File: src/hw/rtl/ifg_pkg.sv
// Shared types and constants for the inference frame gate.
// No dependencies; every other file of the block imports this package.
package ifg_pkg;

    // Q1.15 confidence values reported with a decision.
    localparam logic [15:0] Q_ONE    = 16'd32768;
    localparam logic [15:0] Q_HALF   = 16'd16384;
    localparam logic [15:0] Q_POINT3 = 16'd9830;

    // Configuration register indexes.
    localparam logic [1:0] CFG_CONF_THR    = 2'd0;
    localparam logic [1:0] CFG_FRAME_LIMIT = 2'd1;
    localparam logic [1:0] CFG_TIME_LIMIT  = 2'd2;
    localparam logic [1:0] CFG_CRACK_THR   = 2'd3;

    // Configuration register reset values.
    localparam logic [15:0] RST_CONF_THR    = 16'd22938;
    localparam logic [15:0] RST_FRAME_LIMIT = 16'd10;
    localparam logic [31:0] RST_TIME_LIMIT  = 32'd500000;
    localparam logic [15:0] RST_CRACK_THR   = 16'd26214;

    // Entries in the queue between front and back.
    localparam int QUEUE_DEPTH = 2;

    // Decision reason codes, in priority order.
    typedef enum logic [2:0] {
        REASON_FORCED  = 3'd0,
        REASON_CRACK   = 3'd1,
        REASON_FRAMES  = 3'd2,
        REASON_TIME    = 3'd3,
        REASON_NOVEL   = 3'd4,
        REASON_LOWCONF = 3'd5,
        REASON_SKIP    = 3'd6
    } t_reason;

    // Current configuration.
    typedef struct packed {
        logic [15:0] conf_thr;
        logic [15:0] frame_limit;
        logic [31:0] time_limit;
        logic [15:0] crack_thr;
    } t_cfg;

    // Stateless classification of one frame, made by the front.
    typedef struct packed {
        logic        force_run;
        logic        crack_hit;
        logic        matched;
        logic        low_conf;
        logic [15:0] sconf;
    } t_class;

endpackage

File: src/hw/rtl/ifg_cfg.sv
// Configuration registers of the inference frame gate.
// Depends on ifg_pkg for the register indexes, reset values and t_cfg.
module ifg_cfg
    import ifg_pkg::*;
(
    input  logic        i_clk,
    input  logic        i_rst_n,
    input  logic        i_cfg_we,
    input  logic [1:0]  i_cfg_index,
    input  logic [31:0] i_cfg_data,
    output t_cfg        o_cfg
);

    t_cfg r_cfg;
    t_cfg n_cfg;

    // Decode a write into the addressed register.
    always_comb begin
        n_cfg = r_cfg;
        if (i_cfg_we) begin
            case (i_cfg_index)
                CFG_CONF_THR:    n_cfg.conf_thr    = i_cfg_data[15:0];
                CFG_FRAME_LIMIT: n_cfg.frame_limit = i_cfg_data[15:0];
                CFG_TIME_LIMIT:  n_cfg.time_limit  = i_cfg_data;
                CFG_CRACK_THR:   n_cfg.crack_thr   = i_cfg_data[15:0];
                default:         n_cfg = r_cfg;
            endcase
        end
    end

    always_ff @(posedge i_clk) begin
        if (!i_rst_n) begin
            r_cfg.conf_thr    <= RST_CONF_THR;
            r_cfg.frame_limit <= RST_FRAME_LIMIT;
            r_cfg.time_limit  <= RST_TIME_LIMIT;
            r_cfg.crack_thr   <= RST_CRACK_THR;
        end else begin
            r_cfg <= n_cfg;
        end
    end

    assign o_cfg = r_cfg;

endmodule

File: src/hw/rtl/ifg_front.sv
// Front of the inference frame gate: accepts frame words and classifies them.
// Depends on ifg_pkg for t_cfg and t_class.
module ifg_front
    import ifg_pkg::*;
#(
    parameter int TIME_WIDTH = 48
) (
    input  logic                  i_clk,
    input  logic                  i_rst_n,
    input  t_cfg                  i_cfg,
    input  logic                  i_valid,
    output logic                  o_stall,
    input  logic                  i_signature_matched,
    input  logic [15:0]           i_signature_confidence,
    input  logic [15:0]           i_crack_level,
    input  logic                  i_force_run,
    input  logic [TIME_WIDTH-1:0] i_current_time,
    input  logic                  i_queue_full,
    output logic                  o_push,
    output t_class                o_class,
    output logic [TIME_WIDTH-1:0] o_time
);

    logic                  r_valid;
    t_class                r_class;
    logic [TIME_WIDTH-1:0] r_time;
    t_class                n_class;
    logic                  accept;

    // The held word moves on whenever the queue has room.
    assign o_push  = r_valid && !i_queue_full;
    assign o_stall = r_valid && i_queue_full;
    assign accept  = i_valid && !o_stall;

    // Compares that need no state of the gate.
    always_comb begin
        n_class.force_run = i_force_run;
        n_class.crack_hit = (i_crack_level >= i_cfg.crack_thr);
        n_class.matched   = i_signature_matched;
        n_class.low_conf  = (i_signature_confidence < i_cfg.conf_thr);
        n_class.sconf     = i_signature_confidence;
    end

    always_ff @(posedge i_clk) begin
        if (!i_rst_n) begin
            r_valid <= 1'b0;
        end else if (accept) begin
            r_valid <= 1'b1;
        end else if (o_push) begin
            r_valid <= 1'b0;
        end
    end

    // Payload register.
    always_ff @(posedge i_clk) begin
        if (accept) begin
            r_class <= n_class;
            r_time  <= i_current_time;
        end
    end

    assign o_class = r_class;
    assign o_time  = r_time;

endmodule

File: src/hw/rtl/ifg_queue.sv
// Short first-in first-out queue between the front and the back.
// Depends on ifg_pkg for the queue depth.
module ifg_queue
    import ifg_pkg::*;
#(
    parameter int DATA_WIDTH = 68
) (
    input  logic                  i_clk,
    input  logic                  i_rst_n,
    input  logic                  i_push,
    input  logic [DATA_WIDTH-1:0] i_data,
    output logic                  o_full,
    input  logic                  i_pop,
    output logic                  o_empty,
    output logic [DATA_WIDTH-1:0] o_data
);

    localparam int PTR_W = $clog2(QUEUE_DEPTH);
    localparam int CNT_W = $clog2(QUEUE_DEPTH + 1);

    logic [DATA_WIDTH-1:0] r_slot [QUEUE_DEPTH];
    logic [PTR_W-1:0]      r_wr_ptr;
    logic [PTR_W-1:0]      r_rd_ptr;
    logic [CNT_W-1:0]      r_count;

    assign o_full  = (r_count == CNT_W'(QUEUE_DEPTH));
    assign o_empty = (r_count == '0);
    assign o_data  = r_slot[r_rd_ptr];

    // Pointers and fill count.
    always_ff @(posedge i_clk) begin
        if (!i_rst_n) begin
            r_wr_ptr <= '0;
            r_rd_ptr <= '0;
            r_count  <= '0;
        end else begin
            if (i_push) begin
                r_wr_ptr <= (r_wr_ptr == PTR_W'(QUEUE_DEPTH - 1)) ? '0 : r_wr_ptr + 1'b1;
            end
            if (i_pop) begin
                r_rd_ptr <= (r_rd_ptr == PTR_W'(QUEUE_DEPTH - 1)) ? '0 : r_rd_ptr + 1'b1;
            end
            if (i_push && !i_pop) begin
                r_count <= r_count + 1'b1;
            end else if (i_pop && !i_push) begin
                r_count <= r_count - 1'b1;
            end
        end
    end

    // Storage.
    always_ff @(posedge i_clk) begin
        if (i_push) begin
            r_slot[r_wr_ptr] <= i_data;
        end
    end

endmodule

File: src/hw/rtl/ifg_back.sv
// Back of the inference frame gate: makes the decision, keeps the gate state
// and statistics, and holds the result word. Depends on ifg_pkg.
module ifg_back
    import ifg_pkg::*;
#(
    parameter int TIME_WIDTH  = 48,
    parameter int COUNT_WIDTH = 32
) (
    input  logic                  i_clk,
    input  logic                  i_rst_n,
    input  t_cfg                  i_cfg,
    input  logic                  i_queue_empty,
    output logic                  o_pop,
    input  t_class                i_class,
    input  logic [TIME_WIDTH-1:0] i_time,
    output logic                  o_valid,
    input  logic                  i_stall,
    output logic                  o_do_infer,
    output logic [15:0]           o_decision_confidence,
    output logic [2:0]            o_decision_reason,
    output logic                  o_echo_matched,
    output logic [15:0]           o_echo_confidence,
    output logic [15:0]           o_frames_since_last,
    output logic [31:0]           o_time_since_last,
    output logic [31:0]           o_decision_count,
    output logic [31:0]           o_inferred_total,
    output logic [31:0]           o_skipped_total,
    output logic [31:0]           o_current_streak,
    output logic [31:0]           o_longest_streak
);

    localparam logic [TIME_WIDTH-1:0]  DT_SAT  = TIME_WIDTH'(64'h0000_0000_FFFF_FFFF);
    localparam logic [COUNT_WIDTH-1:0] CNT_MAX = '1;

    // Gate state.
    logic [15:0]            r_frame_cnt;
    logic [TIME_WIDTH-1:0]  r_stamp;
    logic [COUNT_WIDTH-1:0] r_run;
    logic [COUNT_WIDTH-1:0] r_peak;
    logic [COUNT_WIDTH-1:0] r_total;
    logic [COUNT_WIDTH-1:0] r_infers;
    logic [COUNT_WIDTH-1:0] r_skips;

    // Result word.
    logic        r_out_valid;
    logic        r_infer;
    logic [15:0] r_dconf;
    t_reason     r_reason;
    logic        r_matched;
    logic [15:0] r_sconf;
    logic [15:0] r_frames;
    logic [31:0] r_dt;

    logic [TIME_WIDTH-1:0]  diff;
    logic [32:0]            dt_none;
    logic [31:0]            n_dt;
    logic [15:0]            n_frames;
    logic                   n_infer;
    logic [15:0]            n_dconf;
    t_reason                n_reason;
    logic [COUNT_WIDTH-1:0] n_run;

    // Take a word when the result register is free or being taken.
    assign o_pop = !i_queue_empty && (!r_out_valid || !i_stall);

    // Time since the last inference, clamped to 32 bits; with a zero stamp, the time limit plus one.
    always_comb begin
        diff    = (i_time >= r_stamp) ? (i_time - r_stamp) : '0;
        dt_none = {1'b0, i_cfg.time_limit} + 33'd1;
        if (r_stamp != '0) begin
            n_dt = (diff > DT_SAT) ? 32'hFFFF_FFFF : diff[31:0];
        end else begin
            n_dt = dt_none[32] ? 32'hFFFF_FFFF : dt_none[31:0];
        end
    end

    // Frame count including this frame, then the priority cascade.
    always_comb begin
        n_frames = (r_frame_cnt == 16'hFFFF) ? r_frame_cnt : r_frame_cnt + 16'd1;
        n_infer  = 1'b1;
        if (i_class.force_run) begin
            n_dconf  = Q_ONE;
            n_reason = REASON_FORCED;
        end else if (i_class.crack_hit) begin
            n_dconf  = Q_ONE;
            n_reason = REASON_CRACK;
        end else if (n_frames >= i_cfg.frame_limit) begin
            n_dconf  = Q_HALF;
            n_reason = REASON_FRAMES;
        end else if (n_dt >= i_cfg.time_limit) begin
            n_dconf  = Q_HALF;
            n_reason = REASON_TIME;
        end else if (!i_class.matched) begin
            n_dconf  = Q_POINT3;
            n_reason = REASON_NOVEL;
        end else if (i_class.low_conf) begin
            n_dconf  = i_class.sconf;
            n_reason = REASON_LOWCONF;
        end else begin
            n_dconf  = i_class.sconf;
            n_reason = REASON_SKIP;
            n_infer  = 1'b0;
        end
        n_run = (r_run == CNT_MAX) ? r_run : r_run + 1'b1;
    end

    // State and statistics update on each decision.
    always_ff @(posedge i_clk) begin
        if (!i_rst_n) begin
            r_frame_cnt <= '0;
            r_stamp     <= '0;
            r_run       <= '0;
            r_peak      <= '0;
            r_total     <= '0;
            r_infers    <= '0;
            r_skips     <= '0;
        end else if (o_pop) begin
            if (r_total != CNT_MAX) begin
                r_total <= r_total + 1'b1;
            end
            if (n_infer) begin
                r_frame_cnt <= '0;
                r_stamp     <= i_time;
                r_run       <= '0;
                if (r_infers != CNT_MAX) begin
                    r_infers <= r_infers + 1'b1;
                end
            end else begin
                r_frame_cnt <= n_frames;
                r_run       <= n_run;
                if (n_run > r_peak) begin
                    r_peak <= n_run;
                end
                if (r_skips != CNT_MAX) begin
                    r_skips <= r_skips + 1'b1;
                end
            end
        end
    end

    // Result valid flag.
    always_ff @(posedge i_clk) begin
        if (!i_rst_n) begin
            r_out_valid <= 1'b0;
        end else if (o_pop) begin
            r_out_valid <= 1'b1;
        end else if (!i_stall) begin
            r_out_valid <= 1'b0;
        end
    end

    // Result payload.
    always_ff @(posedge i_clk) begin
        if (o_pop) begin
            r_infer   <= n_infer;
            r_dconf   <= n_dconf;
            r_reason  <= n_reason;
            r_matched <= i_class.matched;
            r_sconf   <= i_class.sconf;
            r_frames  <= n_frames;
            r_dt      <= n_dt;
        end
    end

    // The statistics registers change only with a new result, so they
    // are shown directly as part of the result word.
    assign o_valid               = r_out_valid;
    assign o_do_infer            = r_infer;
    assign o_decision_confidence = r_dconf;
    assign o_decision_reason     = r_reason;
    assign o_echo_matched        = r_matched;
    assign o_echo_confidence     = r_sconf;
    assign o_frames_since_last   = r_frames;
    assign o_time_since_last     = r_dt;
    assign o_decision_count      = 32'(r_total);
    assign o_inferred_total      = 32'(r_infers);
    assign o_skipped_total       = 32'(r_skips);
    assign o_current_streak      = 32'(r_run);
    assign o_longest_streak      = 32'(r_peak);

endmodule

File: src/hw/rtl/inference_frame_gate.sv
// Top level of the inference frame gate: configuration, front, queue, back.
// Depends on ifg_pkg, ifg_cfg, ifg_front, ifg_queue and ifg_back.
//
//   Port group   Direction   Handshake            Contents
//   frame in     input       i_valid / o_stall    match, confidence, crack, force, time
//   decision     output      o_valid / i_stall    decision, reason, statistics
//   config       input       i_cfg_we             index and 32-bit data, no wait
//
// A word passes the front register, the queue and the back result register;
// one word per cycle is sustained while the result is not stalled.
// The back decides one word per cycle while its result is not stalled, as the
// frame count and the last inference time feed straight back into the next decision.
// Reset is synchronous, active low; it clears all counters and loads the
// register defaults. A stalled result stays held while the front and the
// two-entry queue keep taking words until the queue fills.
module inference_frame_gate
    import ifg_pkg::*;
#(
    parameter int TIME_WIDTH  = 48,
    parameter int COUNT_WIDTH = 32
) (
    input  logic                  i_clk,
    input  logic                  i_rst_n,
    input  logic                  i_cfg_we,
    input  logic [1:0]            i_cfg_index,
    input  logic [31:0]           i_cfg_data,
    input  logic                  i_valid,
    output logic                  o_stall,
    input  logic                  i_signature_matched,
    input  logic [15:0]           i_signature_confidence,
    input  logic [15:0]           i_crack_level,
    input  logic                  i_force_run,
    input  logic [TIME_WIDTH-1:0] i_current_time,
    output logic                  o_valid,
    input  logic                  i_stall,
    output logic                  o_do_infer,
    output logic [15:0]           o_decision_confidence,
    output logic [2:0]            o_decision_reason,
    output logic                  o_echo_matched,
    output logic [15:0]           o_echo_confidence,
    output logic [15:0]           o_frames_since_last,
    output logic [31:0]           o_time_since_last,
    output logic [31:0]           o_decision_count,
    output logic [31:0]           o_inferred_total,
    output logic [31:0]           o_skipped_total,
    output logic [31:0]           o_current_streak,
    output logic [31:0]           o_longest_streak
);

    localparam int Q_WIDTH = $bits(t_class) + TIME_WIDTH;

    t_cfg                  cfg;
    logic                  push;
    logic                  pop;
    logic                  q_full;
    logic                  q_empty;
    t_class                front_class;
    logic [TIME_WIDTH-1:0] front_time;
    logic [Q_WIDTH-1:0]    q_out;
    t_class                back_class;
    logic [TIME_WIDTH-1:0] back_time;

    ifg_cfg u_cfg (
        .i_clk       (i_clk),
        .i_rst_n     (i_rst_n),
        .i_cfg_we    (i_cfg_we),
        .i_cfg_index (i_cfg_index),
        .i_cfg_data  (i_cfg_data),
        .o_cfg       (cfg)
    );

    ifg_front #(
        .TIME_WIDTH (TIME_WIDTH)
    ) u_front (
        .i_clk                  (i_clk),
        .i_rst_n                (i_rst_n),
        .i_cfg                  (cfg),
        .i_valid                (i_valid),
        .o_stall                (o_stall),
        .i_signature_matched    (i_signature_matched),
        .i_signature_confidence (i_signature_confidence),
        .i_crack_level          (i_crack_level),
        .i_force_run            (i_force_run),
        .i_current_time         (i_current_time),
        .i_queue_full           (q_full),
        .o_push                 (push),
        .o_class                (front_class),
        .o_time                 (front_time)
    );

    ifg_queue #(
        .DATA_WIDTH (Q_WIDTH)
    ) u_queue (
        .i_clk   (i_clk),
        .i_rst_n (i_rst_n),
        .i_push  (push),
        .i_data  ({front_class, front_time}),
        .o_full  (q_full),
        .i_pop   (pop),
        .o_empty (q_empty),
        .o_data  (q_out)
    );

    assign back_class = q_out[Q_WIDTH-1:TIME_WIDTH];
    assign back_time  = q_out[TIME_WIDTH-1:0];

    ifg_back #(
        .TIME_WIDTH  (TIME_WIDTH),
        .COUNT_WIDTH (COUNT_WIDTH)
    ) u_back (
        .i_clk                 (i_clk),
        .i_rst_n               (i_rst_n),
        .i_cfg                 (cfg),
        .i_queue_empty         (q_empty),
        .o_pop                 (pop),
        .i_class               (back_class),
        .i_time                (back_time),
        .o_valid               (o_valid),
        .i_stall               (i_stall),
        .o_do_infer            (o_do_infer),
        .o_decision_confidence (o_decision_confidence),
        .o_decision_reason     (o_decision_reason),
        .o_echo_matched        (o_echo_matched),
        .o_echo_confidence     (o_echo_confidence),
        .o_frames_since_last   (o_frames_since_last),
        .o_time_since_last     (o_time_since_last),
        .o_decision_count      (o_decision_count),
        .o_inferred_total      (o_inferred_total),
        .o_skipped_total       (o_skipped_total),
        .o_current_streak      (o_current_streak),
        .o_longest_streak      (o_longest_streak)
    );

endmodule

File: config.mk
export PLATFORM = sky130hd
export DESIGN_NAME = inference_frame_gate
export DESIGN_NICKNAME = d
export VERILOG_FILES = /design/src/hw/rtl/ifg_pkg.sv /design/src/hw/rtl/ifg_cfg.sv /design/src/hw/rtl/ifg_front.sv /design/src/hw/rtl/ifg_queue.sv /design/src/hw/rtl/ifg_back.sv /design/src/hw/rtl/inference_frame_gate.sv
export SDC_FILE = /design/constraint.sdc
export NUM_CORES = 1
export LEC_CHECK = 0
export ABC_AREA = 1
export BUFFER_PORTS_ARGS = -buffer_cell sky130_fd_sc_hd__buf_2
export CAP_MARGIN = 10
export CORE_MARGIN = 5
export CORE_UTILIZATION = 64
export DETAILED_ROUTE_END_ITERATION = 8
export PLACE_DENSITY = 0.94
export SLEW_MARGIN = 20
export SYNTH_ARGS = -nofsm -noshare
export SYNTH_HDL_FRONTEND = slang
export SYNTH_SLANG_ARGS = --single-unit
File: constraint.sdc
create_clock -name i_clk -period 15.6 [get_ports i_clk]
set_input_delay 3.12 -clock i_clk [delete_from_list [all_inputs] [get_ports i_clk]]
set_output_delay 3.12 -clock i_clk [all_outputs]
set_load 0.005 [all_outputs]
# Word-level counts from Yosys, hierarchy flattened
# Memory sizes are Yosys's and may differ from the RTL's. A register that Yosys moved wholly into a read port is not among the register bits.
# Index checks and enable logic that the tools add are counted.
word_totals:
  ff_bits: 463
  in_bits: 121
  out_inout_bits: 247
  word_cells: 129
  ram_bits: 136
  n_memories: 1
memory_table:
  columns: ["memory", "words", "word_bits", "read_ports", "rd_ports_with_merged_regs", "write_ports", "line", "source"]
  rows:
  - ["u_queue.r_slot", 2, 68, 1, 1, 1, "ifg_queue.sv:21", "logic [DATA_WIDTH-1:0] r_slot [QUEUE_DEPTH];"]
op_classes:
  reduce_logical: 31
  bitwise_logic: 2
  addsub: 11
  n_eq_ne: 10
  n_mux: 34
  order_cmp: 7
ops:
  columns: ["operator", "count"]
  rows:
  - ["32-bit two-way mux", 5]
  - ["32-bit by 1-bit adder with 32-bit output, second input constant", 4]
  - ["32-bit != test, second input constant", 3]
  - ["16-bit two-way mux", 5]
  - ["48-bit >= comparator", 1]
  - ["48-bit by 32-bit > comparator with 1-bit output, second input constant", 1]
  - ["48-bit two-way mux", 1]
  - ["48-bit nonzero test", 1]
  - ["48-bit subtractor", 1]
  - ["32-bit by 1-bit adder with 33-bit output, second input constant", 1]
  - ["32-bit equality test, second input constant", 1]
  - ["16-bit >= comparator", 2]
  - ["32-bit >= comparator", 1]
  - ["32-bit > comparator", 1]
  - ["1-bit two-way mux", 17]
  - ["16-bit by 1-bit adder with 16-bit output, second input constant", 1]
  - ["16-bit equality test, second input constant", 1]
  - ["16-bit < comparator", 1]
  - ["2-bit two-way mux", 6]
  - ["2-bit AND reduction", 6]
  - ["3-bit AND reduction", 3]
  - ["1-bit zero test", 7]
  - ["2-bit equality test, second input constant", 3]
  - ["1-bit logical AND", 6]
  - ["other kinds (12)", 16]

# Logic depth before layout (Yosys ltp)
depth:
  word_depth: 12
  depth_mapped: 43
  ltp_nobuf: 39

# Cells and area by module
# From an unflattened synthesis, not the netlist that was laid out.
hier_totals:
  hier_cells: 4365
  area_unflattened_um2: 33721.1
modules_own_cells:
  columns: ["mod", "seq_area_each_um2", "area_each_um2", "cells_each", "n_inst"]
  rows:
  - ["ifg_back", 7056.8, 22426.5, 3446, 1]
  - ["ifg_queue", 4184.0, 5225.0, 247, 1]
  - ["ifg_cfg", 1601.5, 3178.0, 467, 1]
  - ["ifg_front", 2062.0, 2891.5, 205, 1]

# Least setup slack after synthesis
# OpenSTA, ideal clock, no wires.
synth_path:
  path_kind: "input port to flip-flop"
  from: "in i_stall"
  to: "reg u_back.r_dconf[0], in the netlist u_back.o_decision_confidence[0] (enable)"
  stages: 4
  required_ps: 15118
  setup_ps: 482
  path_buffers: 1
  arrival_time_ps: 6060
  slack_ps: 9058
  path_cell_list: "nand2_1 -> o21ai_1 -> inv_2 -> clkbuf_1"
synth_via:
  elab_chain_len: 3
synth_rtl:
  columns: ["element", "line", "source"]
  rows:
  - ["from (decl)", "inference_frame_gate.sv:35", "input logic i_stall,"]
  - ["1-bit zero test", "ifg_back.sv:64", "assign o_pop = !i_queue_empty && (!r_out_valid || !i_stall);"]
  - ["1-bit logical OR", "ifg_back.sv:64", null]
  - ["1-bit logical AND", "ifg_back.sv:64", null]
  - ["via pop", "inference_frame_gate.sv:54", "logic pop;"]
  - ["to (signal assigned)", "ifg_back.sv:156", "r_dconf <= n_dconf;"]
  - ["to (decl)", "ifg_back.sv:47", "logic [15:0] r_dconf;"]
# The timed path passes the listed nets, and every way through them passes these cells.
# A chain may end at the register's enable or synchronous reset.

==> impl_metrics.py <==
metrics = {
    "run_status": {
        "status": "complete, no violations",
    },
    "detailed_routing": {
        "ant_nets": 0,
        "vias": 30500,
        "firstDrtPassIters": 6,
        "routedWlPerCell_um": 19.4,
        "drc": 0,
        "wl_um": 101000,
        "vias_per_cell": 5.86,
        "dr.first_iter.drc_count": 3357,
    },
    "sta": {
        "skew_ps": 40.3,
        "min_period_ps": 7940,
        "rsz0062_at_grt": "no",
        "fin_crit_sh_pct": 50.9,
        "setup_tns_ps": 0,
        "slew_viol_final": 0,
        "max_freq_mhz": 126,
        "worst_pin_slew_ps": 1100,
        "max_slew_margin_pct": 26.4,
        "setup_viol": 0,
        "setup_ws_ps": 7660,
        "final_hold_viol_count": 0,
    },
    "logic_synthesis": {
        "synthDominantCellAreaShare_pct": 26.6,
        "synthDistinctLibCells": 52,
        "synth_largest_area_cell": "edfxtp_1",
        "async_flop_share_pct": 0,
        "yosys_warnings": 0,
        "seq_area_frac_synth_pct": 45.8,
        "ys_seq_elements": 600,
        "synthesis.area_um2": 32600,
        "synth_area_leaders": "edfxtp_1 (27%), dfxtp_1 (19%), nand2_1 (13%)",
        "synth-edff-count": 289,
        "syn_inst": 4143,
        "synth_most_common_cell": "nand2_1",
        "syn_nets": 4431,
        "ys.flop_type": "dfxtp_1",
        "syn_avg_cell_area_um2": 7.86,
        "synth_common_cells": "nand2_1 (1,114), inv_1 (500), a21oi_1 (399)",
    },
    "setup_path": {
        "path_class": "flop to flop",
        "crit_family": "simple AND/OR/NAND/NOR gates",
        "critPathMaxStageDelay_ps": 670,
        "end_kind": "flop",
        "r2r_end": "u_back.r_stamp[25]",
        "crit_path_frequent_cell": "nand2_1",
        "path_buf_inv": 5,
        "critPathSlowestCell": "buf_4",
        "cp.arrival_ps": 8480,
        "critical_path_peak_fanout": 96,
        "critPathLaunchType": "flop",
        "reg2reg_slack_ps": 7660,
        "required_ps": 16140,
        "reg2reg_depth": 34,
    },
    "floorplanning": {
        "num_io_pins": 368,
        "die_area_um2": 55500,
        "dieWidth_um": 236,
        "dieHeight_um": 236,
        "rows": 82,
        "design.core.area_um2": 50300,
        "start_util_pct": 64.8,
    },
    "cts": {
        "numCtsBuffers": 61,
        "cts_tree": "yes",
        "cts_max_level": 2,
        "clkSinkCount": 600,
        "postCtsSetupRepairBufs": 0,
        "post_cts_resized": 0,
        "cts_hold_buffers": 0,
        "max-clock-path-buffers": 3,
        "cts-root-buf": "clkbuf_16",
        "clk_latency_ps": 660,
        "clk_pin_slew_ps": 60,
    },
    "power": {
        "power_density_nw_per_um2": 173,
        "p_leak_uw": 0.0157,
        "vdd_drop_max_mv": 0.124,
    },
    "layout": {
        "final_area_um2": 37000,
        "area_delta_synth_final_pct": 13.5,
        "fill_cells": 3708,
        "drive_above_1_share_pct": 13.3,
        "nNetsFinal": 4749,
    },
    "job": {
        "maxCapViolCount": 0,
    },
    "global_routing": {
        "grt_util_all_layers_pct": 34.7,
        "grt_first_pass_wirelength_um": 157000,
        "grt_overflow": 0,
        "antenna_found_initial": 16,
        "grt_pass1_vias": 29000,
        "grt_max_degree": 105,
    },
    "place": {
        "numPortBuffers": 367,
        "place.gp.congestion": 1.04,
        "hpwlAfterDp_um": 72800,
        "place_area_um2": 34900,
        "pre_cts_slack_ps": 7910,
    },
    "hold_path": {
        "hp-class": "flop to flop",
        "hold_depth": 0,
        "hold_start": "u_front.o_class[1]",
        "holdPathEnd": "u_queue.r_slot[0][49]",
    },
}
## layout make-up
class | instances | area [um2] | area share, %
flip-flops and latches | 600 | 14900 | 40.3
inverters | 525 | 1980 | 5.35
repair buffers | 387 | 2000 | 5.41
clock inverters | 30 | 332 | 0.896
clock buffers | 86 | 1750 | 4.74
multi-input cells | 2886 | 15200 | 41.0
diodes | 12 | 30.0 | 0.0812
well taps | 672 | 841 | 2.27
## layout by cell type (no fill, tap or decap), types with 62 or more instances in the layout
cell type	n
nor2_1	328
nand3_1	143
ha_1	166
nand4_1	96
buf_2	366
inv_1	499
a21oi_1	399
nand2_1	1113
edfxtp_1	289
clkbuf_16	62
o21ai_0	187
nor3_1	87
xor2_1	112
dfxtp_1	310
## worst max path at each step
stage | startpoint | to | slack [ps] | depth (start not counted)
2_1_floorplan | i_stall | u_back.o_decision_confidence[0] | 9060 | 4
3_3_place_gp | flop | u_back.o_skipped_total[23] | 8060 | 33
3_5_place_dp | flop | u_back.r_stamp[46] | 7910 | 34
4_1_cts | flop | u_back.r_stamp[25] | 7850 | 34
5_1_grt | flop | u_back.r_stamp[25] | 7070 | 34
6_report | flop | u_back.r_stamp[25] | 7660 | 34
## layer usage
layer | routed length, um | part of all wire, % | track usage (%)
met1 | 38600 | 38 | 43.6
met2 | 47600 | 47 | 58.2
met3 | 8820 | 8.8 | 6.60
met4 | 5640 | 5.6 | 16.4
met5 | 48 | 0.048 | 0
## logic make-up after synthesis
family / after synthesis / share of synthesized area [%]
muxes: 4 / 0.123
and+or+nand+nor: 1881 / 24.5
DFF: 600 / 45.8
buffers and inverters: 657 / 7.89
AOI/OAI and AO/OA: 686 / 11.4
adders and majority gates: 167 / 6.44
xor gates and xnor gates: 148 / 3.98
## state kept, by name, indices dropped and copies added, names as in the netlist, 2 cells and up, named ones only
name                          cells
u_back.o_current_streak          32
u_back.o_decision_confidence     16
u_back.o_decision_count          32
u_back.o_decision_reason          3
u_back.o_echo_confidence         16
u_back.o_frames_since_last       16
u_back.o_inferred_total          32
u_back.o_longest_streak          32
u_back.o_skipped_total           32
u_back.o_time_since_last         32
u_back.r_frame_cnt               16
u_back.r_stamp                   48
u_cfg.o_cfg                      80
u_front.o_class                  20
u_front.o_time                   48
u_queue.r_count                   2
u_queue.r_slot                  136
## per-stage QoR
step / hold slack (ps) / power [uW] / utilization (%) / instances
6_report: 443 / 6410 / 73.6 / 5198
5_1_grt: 450 / 6760 / 73.6 / 5196
4_1_cts: 441 / 6340 / 73.5 / 5185
3_5_place_dp: 429 / 4810 / 69.3 / 5069
3_3_place_gp: 422 / 4740 / 69.3 / 5069
2_1_floorplan: 421 / 3960 / - / 4143
## report_power, final
group	switching [uW]	internal, uW	total, uW
clock	653	856	1510
combinational	2060	836	2900
sequential	98.1	1910	2010
No activity file was read; power rests on OpenSTA's default activity.
